$ cat src/rtl/pse_pkg.sv
// Package with command codes and fixed field widths of the point store.
package pse_pkg;

   localparam int CMD_W      = 3;
   localparam int FIELD_W    = 16;
   localparam int CNT_OUT_W  = 4;
   localparam int IDX_OUT_W  = 4;
   localparam int DIST_OUT_W = 34;

   localparam logic [CMD_W-1:0] CMD_ADD_TOP = 3'd0;
   localparam logic [CMD_W-1:0] CMD_DEL_TOP = 3'd1;
   localparam logic [CMD_W-1:0] CMD_ADD_BOT = 3'd2;
   localparam logic [CMD_W-1:0] CMD_DEL_BOT = 3'd3;
   localparam logic [CMD_W-1:0] CMD_ROTATE  = 3'd4;
   localparam logic [CMD_W-1:0] CMD_CLEAR   = 3'd5;
   localparam logic [CMD_W-1:0] CMD_PAIR    = 3'd6;
   localparam logic [CMD_W-1:0] CMD_SORT    = 3'd7;

   // Handshake between the sequencer and the squared distance unit.
   typedef struct packed {
      logic start;
   } sqd_ctl_type;

   typedef struct packed {
      logic done;
   } sqd_sts_type;

endpackage

$ cat src/rtl/pse_if.sv
// Channel interfaces for command requests and responses.
interface pse_req_if;
   logic                              valid;
   logic                              ready;
   logic [pse_pkg::CMD_W-1:0]         cmd;
   logic signed [pse_pkg::FIELD_W-1:0] px;
   logic signed [pse_pkg::FIELD_W-1:0] py;
   logic signed [pse_pkg::FIELD_W-1:0] pz;
   modport source (output valid, cmd, px, py, pz, input ready);
   modport sink (input valid, cmd, px, py, pz, output ready);
endinterface

interface pse_rsp_if;
   logic                                  valid;
   logic                                  ready;
   logic [pse_pkg::CNT_OUT_W-1:0]         stored_count;
   logic                                  pair_valid;
   logic [pse_pkg::IDX_OUT_W-1:0]         near_first;
   logic [pse_pkg::IDX_OUT_W-1:0]         near_second;
   logic [pse_pkg::DIST_OUT_W-1:0]        near_dist_sq;
   logic [pse_pkg::IDX_OUT_W-1:0]         far_first;
   logic [pse_pkg::IDX_OUT_W-1:0]         far_second;
   logic [pse_pkg::DIST_OUT_W-1:0]        far_dist_sq;
   logic signed [pse_pkg::FIELD_W-1:0]    out_x;
   logic signed [pse_pkg::FIELD_W-1:0]    out_y;
   logic signed [pse_pkg::FIELD_W-1:0]    out_z;
   logic                                  last;
   modport source (output valid, stored_count, pair_valid, near_first, near_second,
                   near_dist_sq, far_first, far_second, far_dist_sq, out_x, out_y,
                   out_z, last, input ready);
   modport sink (input valid, stored_count, pair_valid, near_first, near_second,
                 near_dist_sq, far_first, far_second, far_dist_sq, out_x, out_y,
                 out_z, last, output ready);
endinterface

$ cat src/rtl/point_store_pair_extremes_top.sv
// Top level of the point store with pair extremes query and sorted readout.
//
// The block holds SLOTS points. A command arrives as one transfer on req_ch
// (cmd, px, py, pz); every command answers on rsp_ch with one transfer, except
// the sorted readout, which sends one transfer per stored point (at least one)
// with last set on the final one. Every response carries the count after the
// command. Only one command is in flight: req_ch.ready is high only while the
// sequencer is idle, so a stalled receiver simply holds the block.
// The time to a response depends on the command. Top and bottom searches walk
// one slot per cycle for add top and both deletes. Add bottom and rotate move
// one point at a time, each read from the point memory and then written back.
// A pair query runs each occupied pair through the shared squared distance unit
// (one multiplier, three axes in turn) and steps past empty slots one per cycle.
// A sorted readout forms a key per stored point, orders the keys with an exchange
// sort and sends one response transfer per point, each held until the receiver
// takes it.
// Synchronous reset empties the store (no marks, count zero, no top); point
// coordinates are not cleared, and only those of occupied slots reach a distance or a response.
module point_store_pair_extremes_top #(
   parameter int SLOTS      = 10,
   parameter int COORD_BITS = 16
) (
   input  logic         clock,
   input  logic         reset,
   pse_req_if.sink      req_ch,
   pse_rsp_if.source    rsp_ch
);
   localparam int CB   = COORD_BITS;
   localparam int PW   = 3 * CB;
   localparam int IW   = (SLOTS > 1) ? $clog2(SLOTS) : 1;
   localparam int CW   = $clog2(SLOTS + 1);
   localparam int DW   = 2 * (CB + 1) + 2;
   localparam int SW   = IW + DW;
   localparam int WIDE = (CB > 16) ? CB : 16;
   localparam int OW   = DW + pse_pkg::DIST_OUT_W;
   localparam logic [IW-1:0] LAST_IDX = IW'(SLOTS - 1);
   localparam logic [IW-1:0] PREV_IDX = IW'(SLOTS - 2);
   localparam logic [CW-1:0] NSLOTS   = CW'(SLOTS);

   // Sequencer states.
   localparam logic [4:0] ST_IDLE     = 5'd0;
   localparam logic [4:0] ST_ADD_PRB  = 5'd1;
   localparam logic [4:0] ST_DEL_TOP  = 5'd2;
   localparam logic [4:0] ST_SH_RD    = 5'd3;
   localparam logic [4:0] ST_SH_WR    = 5'd4;
   localparam logic [4:0] ST_PUT0     = 5'd5;
   localparam logic [4:0] ST_DEL_BOT  = 5'd6;
   localparam logic [4:0] ST_ROT_RD0  = 5'd7;
   localparam logic [4:0] ST_ROT_SAVE = 5'd8;
   localparam logic [4:0] ST_ROT_RD   = 5'd9;
   localparam logic [4:0] ST_ROT_WR   = 5'd10;
   localparam logic [4:0] ST_ROT_LAST = 5'd11;
   localparam logic [4:0] ST_PQ_I     = 5'd12;
   localparam logic [4:0] ST_PQ_A     = 5'd13;
   localparam logic [4:0] ST_PQ_J     = 5'd14;
   localparam logic [4:0] ST_PQ_B     = 5'd15;
   localparam logic [4:0] ST_PQ_WAIT  = 5'd16;
   localparam logic [4:0] ST_KEY_SCAN = 5'd17;
   localparam logic [4:0] ST_KEY_A    = 5'd18;
   localparam logic [4:0] ST_KEY_WAIT = 5'd19;
   localparam logic [4:0] ST_SO_I     = 5'd20;
   localparam logic [4:0] ST_SO_CUR   = 5'd21;
   localparam logic [4:0] ST_SO_J     = 5'd22;
   localparam logic [4:0] ST_SO_CMP   = 5'd23;
   localparam logic [4:0] ST_RO_RD    = 5'd24;
   localparam logic [4:0] ST_RO_IDX   = 5'd25;
   localparam logic [4:0] ST_RO_OUT   = 5'd26;
   localparam logic [4:0] ST_RO_WAIT  = 5'd27;
   localparam logic [4:0] ST_RESP     = 5'd28;
   localparam logic [4:0] ST_WAIT     = 5'd29;

   logic [4:0]        state_ff, state_in;
   logic [PW-1:0]     pt_ff, pt_in, a_ff, a_in;
   logic [SLOTS-1:0]  used_ff, used_in;
   logic [CW-1:0]     count_ff, count_in;
   logic [IW-1:0]     top_ff, top_in, ptr_ff, ptr_in;
   logic              top_none_ff, top_none_in;
   logic [CW-1:0]     i_ff, i_in, j_ff, j_in, n_ff, n_in;
   logic              have_ff, have_in;
   logic [IW-1:0]     n1_ff, n1_in, n2_ff, n2_in, f1_ff, f1_in, f2_ff, f2_in;
   logic [DW-1:0]     nd_ff, nd_in, fd_ff, fd_in;
   logic [SW-1:0]     cur_ff, cur_in;
   logic [PW-1:0]     opt_ff, opt_in;
   logic              rsp_valid_ff, rsp_valid_in, last_ff, last_in;

   // Point memory and sort scratch memory, one write and one read port each.
   logic [PW-1:0]     coord_mem_ff [SLOTS];
   logic [SW-1:0]     sort_mem_ff [SLOTS];
   logic [PW-1:0]     cm_rdata_ff, cm_wdata;
   logic [SW-1:0]     sm_rdata_ff, sm_wdata;
   logic [IW-1:0]     cm_raddr, cm_waddr, sm_raddr, sm_waddr;
   logic              cm_we, sm_we;

   pse_pkg::sqd_ctl_type u_ctl;
   pse_pkg::sqd_sts_type u_sts;
   logic [PW-1:0]     u_a, u_b;
   logic [DW-1:0]     u_dist;

   logic [WIDE-1:0]   in_x, in_y, in_z;
   logic              accept;

   pse_sqdist #(.COORD_BITS(CB)) u_sqdist (
      .clock  (clock),
      .reset  (reset),
      .ctl    (u_ctl),
      .a      (u_a),
      .b      (u_b),
      .sts    (u_sts),
      .sum_sq (u_dist)
   );

   // Incoming coordinates keep their low COORD_BITS bits as a signed value.
   assign in_x   = WIDE'($unsigned(req_ch.px));
   assign in_y   = WIDE'($unsigned(req_ch.py));
   assign in_z   = WIDE'($unsigned(req_ch.pz));
   assign accept = req_ch.valid && req_ch.ready;

   always_comb begin
      state_in     = state_ff;
      pt_in        = pt_ff;
      a_in         = a_ff;
      used_in      = used_ff;
      count_in     = count_ff;
      top_in       = top_ff;
      top_none_in  = top_none_ff;
      ptr_in       = ptr_ff;
      i_in         = i_ff;
      j_in         = j_ff;
      n_in         = n_ff;
      have_in      = have_ff;
      n1_in        = n1_ff;
      n2_in        = n2_ff;
      f1_in        = f1_ff;
      f2_in        = f2_ff;
      nd_in        = nd_ff;
      fd_in        = fd_ff;
      cur_in       = cur_ff;
      opt_in       = opt_ff;
      rsp_valid_in = rsp_valid_ff;
      last_in      = last_ff;
      cm_we        = 1'b0;
      cm_waddr     = ptr_ff;
      cm_wdata     = pt_ff;
      cm_raddr     = ptr_ff;
      sm_we        = 1'b0;
      sm_waddr     = i_ff[IW-1:0];
      sm_wdata     = cur_ff;
      sm_raddr     = i_ff[IW-1:0];
      u_ctl.start  = 1'b0;
      u_a          = a_ff;
      u_b          = cm_rdata_ff;

      unique case (state_ff)
         ST_IDLE: begin
            if (accept) begin
               pt_in   = {in_x[CB-1:0], in_y[CB-1:0], in_z[CB-1:0]};
               have_in = 1'b0;
               n1_in   = '0;
               n2_in   = '0;
               f1_in   = '0;
               f2_in   = '0;
               nd_in   = '0;
               fd_in   = '0;
               opt_in  = '0;
               state_in = ST_RESP;
               unique case (req_ch.cmd)
                  pse_pkg::CMD_ADD_TOP: begin
                     if (count_ff != NSLOTS) begin
                        ptr_in = (top_none_ff || top_ff == LAST_IDX) ? '0 : top_ff + 1'b1;
                        state_in = ST_ADD_PRB;
                     end
                  end
                  pse_pkg::CMD_DEL_TOP: begin
                     if (count_ff != '0) begin
                        ptr_in   = top_ff;
                        state_in = ST_DEL_TOP;
                     end
                  end
                  pse_pkg::CMD_ADD_BOT: begin
                     count_in    = count_ff - CW'(used_ff[SLOTS-1]) + 1'b1;
                     used_in     = {used_ff[SLOTS-2:0], 1'b1};
                     top_in      = (top_none_ff || top_ff == LAST_IDX) ? '0 : top_ff + 1'b1;
                     top_none_in = 1'b0;
                     ptr_in      = PREV_IDX;
                     state_in    = ST_SH_RD;
                  end
                  pse_pkg::CMD_DEL_BOT: begin
                     if (count_ff != '0) begin
                        ptr_in   = '0;
                        state_in = ST_DEL_BOT;
                     end
                  end
                  pse_pkg::CMD_ROTATE: begin
                     if (count_ff != '0) begin
                        used_in  = {used_ff[0], used_ff[SLOTS-1:1]};
                        top_in   = (top_ff == '0) ? LAST_IDX : top_ff - 1'b1;
                        state_in = ST_ROT_RD0;
                     end
                  end
                  pse_pkg::CMD_CLEAR: begin
                     used_in     = '0;
                     count_in    = '0;
                     top_none_in = 1'b1;
                  end
                  pse_pkg::CMD_PAIR: begin
                     if (count_ff > CW'(1)) begin
                        i_in     = '0;
                        state_in = ST_PQ_I;
                     end
                  end
                  default: begin
                     n_in     = '0;
                     j_in     = '0;
                     state_in = ST_KEY_SCAN;
                  end
               endcase
            end
         end
         ST_ADD_PRB: begin
            if (used_ff[ptr_ff]) begin
               ptr_in = (ptr_ff == LAST_IDX) ? '0 : ptr_ff + 1'b1;
            end else begin
               cm_we           = 1'b1;
               used_in[ptr_ff] = 1'b1;
               top_in          = ptr_ff;
               top_none_in     = 1'b0;
               count_in        = count_ff + 1'b1;
               state_in        = ST_RESP;
            end
         end
         ST_DEL_TOP: begin
            if (used_ff[ptr_ff]) begin
               used_in[ptr_ff] = 1'b0;
               count_in        = count_ff - 1'b1;
               top_in          = (ptr_ff == '0) ? LAST_IDX : ptr_ff - 1'b1;
               state_in        = ST_RESP;
            end else begin
               ptr_in = (ptr_ff == '0) ? LAST_IDX : ptr_ff - 1'b1;
            end
         end
         ST_SH_RD: begin
            state_in = ST_SH_WR;
         end
         ST_SH_WR: begin
            cm_we    = 1'b1;
            cm_waddr = ptr_ff + 1'b1;
            cm_wdata = cm_rdata_ff;
            if (ptr_ff == '0) begin
               state_in = ST_PUT0;
            end else begin
               ptr_in   = ptr_ff - 1'b1;
               state_in = ST_SH_RD;
            end
         end
         ST_PUT0: begin
            cm_we    = 1'b1;
            cm_waddr = '0;
            state_in = ST_RESP;
         end
         ST_DEL_BOT: begin
            if (used_ff[ptr_ff]) begin
               used_in[ptr_ff] = 1'b0;
               count_in        = count_ff - 1'b1;
               state_in        = ST_RESP;
            end else begin
               ptr_in = ptr_ff + 1'b1;
            end
         end
         ST_ROT_RD0: begin
            cm_raddr = '0;
            state_in = ST_ROT_SAVE;
         end
         ST_ROT_SAVE: begin
            a_in     = cm_rdata_ff;
            ptr_in   = '0;
            state_in = ST_ROT_RD;
         end
         ST_ROT_RD: begin
            cm_raddr = ptr_ff + 1'b1;
            state_in = ST_ROT_WR;
         end
         ST_ROT_WR: begin
            cm_we    = 1'b1;
            cm_wdata = cm_rdata_ff;
            if (ptr_ff == PREV_IDX) begin
               state_in = ST_ROT_LAST;
            end else begin
               ptr_in   = ptr_ff + 1'b1;
               state_in = ST_ROT_RD;
            end
         end
         ST_ROT_LAST: begin
            cm_we    = 1'b1;
            cm_waddr = LAST_IDX;
            cm_wdata = a_ff;
            state_in = ST_RESP;
         end
         ST_PQ_I: begin
            cm_raddr = i_ff[IW-1:0];
            if (i_ff >= CW'(SLOTS - 1)) begin
               state_in = ST_RESP;
            end else if (!used_ff[i_ff[IW-1:0]]) begin
               i_in = i_ff + 1'b1;
            end else begin
               state_in = ST_PQ_A;
            end
         end
         ST_PQ_A: begin
            a_in     = cm_rdata_ff;
            j_in     = i_ff + 1'b1;
            state_in = ST_PQ_J;
         end
         ST_PQ_J: begin
            cm_raddr = j_ff[IW-1:0];
            if (j_ff == NSLOTS) begin
               i_in     = i_ff + 1'b1;
               state_in = ST_PQ_I;
            end else if (!used_ff[j_ff[IW-1:0]]) begin
               j_in = j_ff + 1'b1;
            end else begin
               state_in = ST_PQ_B;
            end
         end
         ST_PQ_B: begin
            u_ctl.start = 1'b1;
            state_in    = ST_PQ_WAIT;
         end
         ST_PQ_WAIT: begin
            if (u_sts.done) begin
               // Strict compares keep the first pair in scan order on ties.
               if (!have_ff || u_dist > fd_ff) begin
                  fd_in = u_dist;
                  f1_in = i_ff[IW-1:0];
                  f2_in = j_ff[IW-1:0];
               end
               if (!have_ff || u_dist < nd_ff) begin
                  nd_in = u_dist;
                  n1_in = i_ff[IW-1:0];
                  n2_in = j_ff[IW-1:0];
               end
               have_in  = 1'b1;
               j_in     = j_ff + 1'b1;
               state_in = ST_PQ_J;
            end
         end
         ST_KEY_SCAN: begin
            cm_raddr = j_ff[IW-1:0];
            if (j_ff == NSLOTS) begin
               i_in     = '0;
               state_in = ST_SO_I;
            end else if (!used_ff[j_ff[IW-1:0]]) begin
               j_in = j_ff + 1'b1;
            end else begin
               state_in = ST_KEY_A;
            end
         end
         ST_KEY_A: begin
            // Key is the squared distance from the origin.
            u_ctl.start = 1'b1;
            u_a         = cm_rdata_ff;
            u_b         = '0;
            state_in    = ST_KEY_WAIT;
         end
         ST_KEY_WAIT: begin
            if (u_sts.done) begin
               sm_we    = 1'b1;
               sm_waddr = n_ff[IW-1:0];
               sm_wdata = {j_ff[IW-1:0], u_dist};
               n_in     = n_ff + 1'b1;
               j_in     = j_ff + 1'b1;
               state_in = ST_KEY_SCAN;
            end
         end
         ST_SO_I: begin
            if ({1'b0, i_ff} + 1'b1 >= {1'b0, n_ff}) begin
               i_in     = '0;
               state_in = (n_ff == '0) ? ST_RESP : ST_RO_RD;
            end else begin
               state_in = ST_SO_CUR;
            end
         end
         ST_SO_CUR: begin
            cur_in   = sm_rdata_ff;
            j_in     = i_ff + 1'b1;
            state_in = ST_SO_J;
         end
         ST_SO_J: begin
            sm_raddr = j_ff[IW-1:0];
            if (j_ff == n_ff) begin
               // The held entry settles at position i.
               sm_we    = 1'b1;
               i_in     = i_ff + 1'b1;
               state_in = ST_SO_I;
            end else begin
               state_in = ST_SO_CMP;
            end
         end
         ST_SO_CMP: begin
            if (cur_ff[DW-1:0] > sm_rdata_ff[DW-1:0]) begin
               sm_we    = 1'b1;
               sm_waddr = j_ff[IW-1:0];
               cur_in   = sm_rdata_ff;
            end
            j_in     = j_ff + 1'b1;
            state_in = ST_SO_J;
         end
         ST_RO_RD: begin
            state_in = ST_RO_IDX;
         end
         ST_RO_IDX: begin
            cm_raddr = sm_rdata_ff[SW-1:DW];
            state_in = ST_RO_OUT;
         end
         ST_RO_OUT: begin
            opt_in       = cm_rdata_ff;
            last_in      = (i_ff + 1'b1 == n_ff);
            rsp_valid_in = 1'b1;
            state_in     = ST_RO_WAIT;
         end
         ST_RO_WAIT: begin
            if (rsp_ch.ready) begin
               rsp_valid_in = 1'b0;
               i_in         = i_ff + 1'b1;
               state_in     = last_ff ? ST_IDLE : ST_RO_RD;
            end
         end
         ST_RESP: begin
            last_in      = 1'b1;
            rsp_valid_in = 1'b1;
            state_in     = ST_WAIT;
         end
         ST_WAIT: begin
            if (rsp_ch.ready) begin
               rsp_valid_in = 1'b0;
               state_in     = ST_IDLE;
            end
         end
         default: begin
            state_in = ST_IDLE;
         end
      endcase
   end

   always_ff @(posedge clock) begin
      if (cm_we) begin
         coord_mem_ff[cm_waddr] <= cm_wdata;
      end
      cm_rdata_ff <= coord_mem_ff[cm_raddr];
      if (sm_we) begin
         sort_mem_ff[sm_waddr] <= sm_wdata;
      end
      sm_rdata_ff <= sort_mem_ff[sm_raddr];
   end

   always_ff @(posedge clock) begin
      pt_ff   <= pt_in;
      a_ff    <= a_in;
      ptr_ff  <= ptr_in;
      i_ff    <= i_in;
      j_ff    <= j_in;
      n_ff    <= n_in;
      n1_ff   <= n1_in;
      n2_ff   <= n2_in;
      f1_ff   <= f1_in;
      f2_ff   <= f2_in;
      nd_ff   <= nd_in;
      fd_ff   <= fd_in;
      cur_ff  <= cur_in;
      opt_ff  <= opt_in;
      top_ff  <= top_in;
      if (reset) begin
         state_ff     <= ST_IDLE;
         used_ff      <= '0;
         count_ff     <= '0;
         top_none_ff  <= 1'b1;
         have_ff      <= 1'b0;
         rsp_valid_ff <= 1'b0;
         last_ff      <= 1'b0;
      end else begin
         state_ff     <= state_in;
         used_ff      <= used_in;
         count_ff     <= count_in;
         top_none_ff  <= top_none_in;
         have_ff      <= have_in;
         rsp_valid_ff <= rsp_valid_in;
         last_ff      <= last_in;
      end
   end

   // Response fields; stored coordinates sign-extend before truncation.
   logic signed [WIDE-1:0] ox, oy, oz;
   logic [OW-1:0]          nd_wide, fd_wide;

   assign ox      = WIDE'($signed(opt_ff[3*CB-1:2*CB]));
   assign oy      = WIDE'($signed(opt_ff[2*CB-1:CB]));
   assign oz      = WIDE'($signed(opt_ff[CB-1:0]));
   assign nd_wide = OW'(nd_ff);
   assign fd_wide = OW'(fd_ff);

   assign req_ch.ready        = (state_ff == ST_IDLE);
   assign rsp_ch.valid        = rsp_valid_ff;
   assign rsp_ch.stored_count = pse_pkg::CNT_OUT_W'(count_ff);
   assign rsp_ch.pair_valid   = have_ff;
   assign rsp_ch.near_first   = pse_pkg::IDX_OUT_W'(n1_ff);
   assign rsp_ch.near_second  = pse_pkg::IDX_OUT_W'(n2_ff);
   assign rsp_ch.near_dist_sq = nd_wide[pse_pkg::DIST_OUT_W-1:0];
   assign rsp_ch.far_first    = pse_pkg::IDX_OUT_W'(f1_ff);
   assign rsp_ch.far_second   = pse_pkg::IDX_OUT_W'(f2_ff);
   assign rsp_ch.far_dist_sq  = fd_wide[pse_pkg::DIST_OUT_W-1:0];
   assign rsp_ch.out_x        = ox[pse_pkg::FIELD_W-1:0];
   assign rsp_ch.out_y        = oy[pse_pkg::FIELD_W-1:0];
   assign rsp_ch.out_z        = oz[pse_pkg::FIELD_W-1:0];
   assign rsp_ch.last         = last_ff;
endmodule

$ cat src/rtl/pse_sqdist.sv
// Shared squared distance unit: one multiplier used once per axis.
module pse_sqdist #(
   parameter int COORD_BITS = 16
) (
   input  logic                               clock,
   input  logic                               reset,
   input  pse_pkg::sqd_ctl_type               ctl,
   input  logic [3*COORD_BITS-1:0]            a,
   input  logic [3*COORD_BITS-1:0]            b,
   output pse_pkg::sqd_sts_type               sts,
   output logic [2*(COORD_BITS+1)+1:0]        sum_sq
);
   localparam int CB  = COORD_BITS;
   localparam int DFW = CB + 1;
   localparam int PRW = 2 * DFW;
   localparam int DW  = PRW + 2;

   logic signed [DFW-1:0] dx_ff, dy_ff, dz_ff, dx_in, dy_in, dz_in;
   logic [PRW-1:0]        prod_ff, prod_in;
   logic [DW-1:0]         acc_ff, acc_in;
   logic [1:0]            step_ff, step_in;
   logic                  busy_ff, busy_in, done_ff, done_in;
   logic signed [DFW-1:0] opnd;
   logic signed [PRW-1:0] sq;

   always_comb begin
      unique case (step_ff)
         2'd0:    opnd = dx_ff;
         2'd1:    opnd = dy_ff;
         default: opnd = dz_ff;
      endcase
      sq = opnd * opnd;
   end

   always_comb begin
      dx_in   = dx_ff;
      dy_in   = dy_ff;
      dz_in   = dz_ff;
      prod_in = prod_ff;
      acc_in  = acc_ff;
      step_in = step_ff;
      busy_in = busy_ff;
      done_in = 1'b0;
      if (ctl.start) begin
         dx_in   = DFW'($signed(a[3*CB-1:2*CB])) - DFW'($signed(b[3*CB-1:2*CB]));
         dy_in   = DFW'($signed(a[2*CB-1:CB])) - DFW'($signed(b[2*CB-1:CB]));
         dz_in   = DFW'($signed(a[CB-1:0])) - DFW'($signed(b[CB-1:0]));
         acc_in  = '0;
         step_in = 2'd0;
         busy_in = 1'b1;
      end else if (busy_ff) begin
         if (step_ff != 2'd0) begin
            acc_in = acc_ff + DW'(prod_ff);
         end
         if (step_ff == 2'd3) begin
            busy_in = 1'b0;
            done_in = 1'b1;
         end else begin
            prod_in = PRW'(sq);
            step_in = step_ff + 2'd1;
         end
      end
   end

   always_ff @(posedge clock) begin
      dx_ff   <= dx_in;
      dy_ff   <= dy_in;
      dz_ff   <= dz_in;
      prod_ff <= prod_in;
      acc_ff  <= acc_in;
      step_ff <= step_in;
      if (reset) begin
         busy_ff <= 1'b0;
         done_ff <= 1'b0;
      end else begin
         busy_ff <= busy_in;
         done_ff <= done_in;
      end
   end

   assign sts.done = done_ff;
   assign sum_sq   = acc_ff;
endmodule

$ cat src/flat_wrapper.sv
// flat-port wrapper written by rule: the top's interface ports become plain ports
module point_store_pair_extremes_top_flat 
#(
   parameter int SLOTS      = 10,
   parameter int COORD_BITS = 16
)
  (clock, reset, req_ch_valid, req_ch_cmd, req_ch_px, req_ch_py, req_ch_pz, req_ch_ready, rsp_ch_valid, rsp_ch_stored_count, rsp_ch_pair_valid, rsp_ch_near_first, rsp_ch_near_second, rsp_ch_near_dist_sq, rsp_ch_far_first, rsp_ch_far_second, rsp_ch_far_dist_sq, rsp_ch_out_x, rsp_ch_out_y, rsp_ch_out_z, rsp_ch_last, rsp_ch_ready);
  pse_req_if req_ch_i ();
  pse_rsp_if rsp_ch_i ();
  input  logic clock;
  input  logic reset;
  input wire logic [$bits(req_ch_i.valid)-1:0] req_ch_valid;
  input wire logic [$bits(req_ch_i.cmd)-1:0] req_ch_cmd;
  input wire logic [$bits(req_ch_i.px)-1:0] req_ch_px;
  input wire logic [$bits(req_ch_i.py)-1:0] req_ch_py;
  input wire logic [$bits(req_ch_i.pz)-1:0] req_ch_pz;
  output wire logic [$bits(req_ch_i.ready)-1:0] req_ch_ready;
  output wire logic [$bits(rsp_ch_i.valid)-1:0] rsp_ch_valid;
  output wire logic [$bits(rsp_ch_i.stored_count)-1:0] rsp_ch_stored_count;
  output wire logic [$bits(rsp_ch_i.pair_valid)-1:0] rsp_ch_pair_valid;
  output wire logic [$bits(rsp_ch_i.near_first)-1:0] rsp_ch_near_first;
  output wire logic [$bits(rsp_ch_i.near_second)-1:0] rsp_ch_near_second;
  output wire logic [$bits(rsp_ch_i.near_dist_sq)-1:0] rsp_ch_near_dist_sq;
  output wire logic [$bits(rsp_ch_i.far_first)-1:0] rsp_ch_far_first;
  output wire logic [$bits(rsp_ch_i.far_second)-1:0] rsp_ch_far_second;
  output wire logic [$bits(rsp_ch_i.far_dist_sq)-1:0] rsp_ch_far_dist_sq;
  output wire logic [$bits(rsp_ch_i.out_x)-1:0] rsp_ch_out_x;
  output wire logic [$bits(rsp_ch_i.out_y)-1:0] rsp_ch_out_y;
  output wire logic [$bits(rsp_ch_i.out_z)-1:0] rsp_ch_out_z;
  output wire logic [$bits(rsp_ch_i.last)-1:0] rsp_ch_last;
  input wire logic [$bits(rsp_ch_i.ready)-1:0] rsp_ch_ready;
  assign req_ch_i.valid = req_ch_valid;
  assign req_ch_i.cmd = req_ch_cmd;
  assign req_ch_i.px = req_ch_px;
  assign req_ch_i.py = req_ch_py;
  assign req_ch_i.pz = req_ch_pz;
  assign req_ch_ready = req_ch_i.ready;
  assign rsp_ch_valid = rsp_ch_i.valid;
  assign rsp_ch_stored_count = rsp_ch_i.stored_count;
  assign rsp_ch_pair_valid = rsp_ch_i.pair_valid;
  assign rsp_ch_near_first = rsp_ch_i.near_first;
  assign rsp_ch_near_second = rsp_ch_i.near_second;
  assign rsp_ch_near_dist_sq = rsp_ch_i.near_dist_sq;
  assign rsp_ch_far_first = rsp_ch_i.far_first;
  assign rsp_ch_far_second = rsp_ch_i.far_second;
  assign rsp_ch_far_dist_sq = rsp_ch_i.far_dist_sq;
  assign rsp_ch_out_x = rsp_ch_i.out_x;
  assign rsp_ch_out_y = rsp_ch_i.out_y;
  assign rsp_ch_out_z = rsp_ch_i.out_z;
  assign rsp_ch_last = rsp_ch_i.last;
  assign rsp_ch_i.ready = rsp_ch_ready;
  point_store_pair_extremes_top #(.SLOTS(SLOTS), .COORD_BITS(COORD_BITS)) u_core (.clock(clock), .reset(reset), .req_ch(req_ch_i), .rsp_ch(rsp_ch_i));
endmodule
$ cat config.mk
export PLATFORM = sky130hd
export DESIGN_NAME = point_store_pair_extremes_top_flat
export DESIGN_NICKNAME = d
export VERILOG_FILES = /design/src/rtl/pse_pkg.sv /design/src/rtl/pse_if.sv /design/src/rtl/point_store_pair_extremes_top.sv /design/src/rtl/pse_sqdist.sv /design/src/flat_wrapper.sv
export SDC_FILE = /design/constraint.sdc
export NUM_CORES = 2
export LEC_CHECK = 0
export BUFFER_PORTS_ARGS = -buffer_cell sky130_fd_sc_hd__buf_2
export CORE_UTILIZATION = 40
export DETAILED_ROUTE_END_ITERATION = 8
export GPL_ROUTABILITY_DRIVEN = 0
export HOLD_SLACK_MARGIN = 0.02
export MAX_ROUTING_LAYER = met4
export PLACE_DENSITY_LB_ADDON = 0.2
export SLEW_MARGIN = 20
export SYNTH_ARGS = -nofsm -noshare
export SYNTH_HDL_FRONTEND = slang
export SYNTH_HIERARCHICAL = 1
export SYNTH_SLANG_ARGS = --single-unit
$ cat constraint.sdc
create_clock -name clock -period 12.87 [get_ports clock]
set_input_delay 1.9305 -clock clock [delete_from_list [all_inputs] [get_ports clock]]
set_output_delay 1.9305 -clock clock [all_outputs]
set_load 0.005 [all_outputs]
==> flow_metrics.py <==
metrics = {
    "die": {
        "design.portCount": 195,
        "die-width_um": 430,
        "die_area_sq_mm": 0.185,
        "num_rows": 156,
        "core_area_sq_mm": 0.181,
        "dieHeight_um": 430,
        "start_util_pct": 40.4,
    },
    "synth": {
        "synthFlopType": "edfxtp_1",
        "synth_most_common_cell": "edfxtp_1",
        "gate_count_post_synth": 5592,
        "synth_sequential_area_ratio_pct": 55.6,
        "ys_types": 97,
        "yosysWarningCount": 6,
        "synth.cell_area_sq_mm": 0.0733,
        "synth.top_cell.area_share_pct": 51.4,
        "post_synth_most_frequent_cells": "edfxtp_1 (1256), inv_1 (550), nand2_1 (487)",
        "synth-seq-cells": 1407,
        "yosysTopAreaCell": "edfxtp_1",
        "syn_avg_cell_area_sq_um": 13.1,
        "synth_top_cells_by_area": "edfxtp_1 (51%), fa_1 (7.3%), mux2i_1 (6.6%), ha_1 (5.3%), dfxtp_1 (4.1%)",
        "post_synth_net_total": 6227,
        "synth_edf_count": 1256,
        "ys_async_sr_fraction_pct": 0,
    },
    "flow_run": {
        "maxCapViolations": 0,
    },
    "clock_network": {
        "cts.htree.levels": 4,
        "cts_num_sinks": 1407,
        "tritoncts": "yes",
        "clk_transition_reported_paths_ps": 60,
        "cts.root.buffer_cell": "clkbuf_16",
        "clockBufferDepth": 3,
        "numCtsBuffers": 155,
        "cts.hold.buffers_added": 0,
        "post-cts-setup-buffers": 0,
        "cts_repair_resize_count": 0,
        "insertion_delay_ps": 830,
    },
    "grt": {
        "grt_first_pass_wirelength_mm": 276,
        "grt_max_degree": 125,
        "number_of_antenna_violations_at_the_first_check_in_global_routing": 2,
        "final_global_route_overflow_total": 0,
        "via_count_of_the_first_global_routing_pass": 44200,
        "grt.total_usage_pct": 20.4,
    },
    "timing": {
        "grt_setup_unrepaired": "no",
        "relSlewSlack_pct": 25.9,
        "min_period_ps": 9470,
        "report.final.setup_viol": 0,
        "worstMarginPinSlew_ps": 1100,
        "totalNegativeSetupSlack_ps": 0,
        "timing_max_transition_violations_final": 0,
        "hold_viol_final": 0,
        "fmaxAchievable_mhz": 106,
        "finalCritPeriodShare_pct": 73.6,
        "clock_skew_ps": 61.2,
    },
    "final_layout": {
        "nets": 6358,
        "final_core_utilization_pct": 45.0,
        "share_of_post_route_cells_with_drive_strength_above_1_pct": 12.5,
        "area_growth_pct": 11.3,
        "final_area_sq_mm": 0.0816,
    },
    "detailed_routing": {
        "detail_route.drc_violations": 0,
        "post_drt_wl_per_cell_um": 22.5,
        "drtPass1Iterations": 5,
        "detailedRoute.firstIterationViolations": 3376,
        "route.final.wire_length_mm": 185,
        "route.detailed.vias_per_inst": 5.37,
        "via_count": 44200,
        "antenna_violating_nets_post_route": 0,
    },
    "worst_setup_path": {
        "worst_path_arrival_ps": 10000,
        "cpMostUsedCell": "fa_1",
        "setup.worst_path.start_class": "flop",
        "critPathRequiredTime_ps": 13400,
        "criticalPathCategory": "reg2reg",
        "max_stage_delay_ps": 880,
        "worstPathBufferInverterCount": 4,
        "critPathMaxFanout": 21,
        "path_cells": "inv_1, ha_1, nor2_1, a21o_1, inv_1, nor2_1, fa_1, fa_1, fa_1, fa_1, fa_1, inv_1, fa_1, inv_1, ha_1, and3_1, a311oi_1, a2bb2oi_1, o311a_1, a211oi_1, a2111o_1, a21oi_1, xnor2_1",
        "crit_path_end_kind": "flop",
        "worst_path_dominant_cell_family": "adder cells",
        "critPathSlowestCell": "fa_1",
    },
    "outcome": {
        "status": "complete, no violations",
    },
    "worst_hold_path": {
        "class_of_the_tightest_hold_or_removal_check": "reg2reg",
    },
    "placed_design": {
        "hpwl_mm": 119,
        "placed_area_sq_mm": 0.0764,
        "port-buffer-count": 194,
    },
}
-- flip-flops by register name, indices dropped and copies added, names as in the netlist, 5 cells and up --
name / cells
u_core/u_sqdist/prod_ff: 33
u_core/cm_rdata_ff: 48
u_core/u_sqdist/sum_sq: 36
u_core/state_ff: 5
u_core/fd_ff: 36
u_core/cur_ff: 40
u_core/u_sqdist/dz_ff: 17
u_core/sm_rdata_ff: 40
u_core/opt_ff: 48
u_core/coord_mem_ff: 480
u_core/u_sqdist/dx_ff: 17
u_core/sort_mem_ff: 400
u_core/a_ff: 48
u_core/used_ff: 10
u_core/nd_ff: 36
u_core/pt_ff: 48
u_core/u_sqdist/dy_ff: 17
-- through the flow --
stage,hold WS [ps],setup slack (ps),std cells
4_1_cts,416,3500,8218
3_5_place_dp,416,3540,7936
2_1_floorplan,403,5290,5592
6_report,428,3400,8219
3_3_place_gp,414,3790,7936
5_1_grt,427,2860,8218
-- cell type report --
class | count | area (sq um)
Timing Repair Buffer | 278 | 1610
Antenna cell | 1 | 2.50
Sequential cell | 1407 | 40700
Multi-Input combinational cell | 3325 | 29000
Clock buffer | 203 | 4140
Inverter | 556 | 2090
Tap cell | 2370 | 2970
Fill cell | 16300 | 99700
Clock inverter | 79 | 1050
-- cells by family (layout without fill, tap and decap cells) --
group | Yosys count | after routing | synth area share (%)
compound gates | 775 | 775 | 7.00
fa+ha+maj | 580 | 580 | 12.6
mux | 627 | 627 | 10.1
xor+xnor | 125 | 125 | 1.49
simple gates | 1218 | 1218 | 7.86
other cells | 0 | 1 | 0
buf+inv | 860 | 1116 | 5.31
flops | 1407 | 1407 | 55.6
-- placed cells by master, fill, tap and decap left out, types with 155 or more instances in the layout --
cell type and count:
nor2_1 227, fa_1 267, a21oi_1 236, buf_2 194
clkbuf_16 155, inv_1 549, ha_1 313, nand2_1 484
edfxtp_1 1256, mux2i_1 480
-- path summary, 6_finish.rpt --
kind	start	slack, ps	to	cells past startpoint
max	u_core/u_sqdist/step_ff[0]	3400	u_core/u_sqdist/prod_ff[33]	23
min	u_core/sm_rdata_ff[19]	430	u_core/cur_ff[19]	0
max reg2reg	u_core/u_sqdist/step_ff[0]	3400	u_core/u_sqdist/prod_ff[33]	23
min reg2reg	u_core/sm_rdata_ff[19]	430	u_core/cur_ff[19]	0
-- worst reg2reg max path, delay by kind of cell (launching register included) --
kind,cells,cell delay [ps]
adders and majority gates,8,4240
AOI/OAI and AO/OA,7,2290
and+or+nand+nor,3,1510
buffers and inverters,4,670
DFF,1,400
xor gates and xnor gates,1,90
-- layer usage --
| metal | routed length [um] | vias up | share of wire [%] | global-route usage, % |
|---|---|---|---|---|
| li1 | - | 20300 | - | - |
| met1 | 80400 | 22400 | 44 | 26.5 |
| met2 | 89800 | 1148 | 49 | 33.0 |
| met3 | 9190 | 268 | 5.0 | 2.95 |
| met4 | 5360 | 0 | 2.9 | 6.72 |
| met5 | 0 | - | 0 | - |
Power is not shown: default switching activity piles up to over one toggle a cycle in this logic, so the estimate is an artifact.
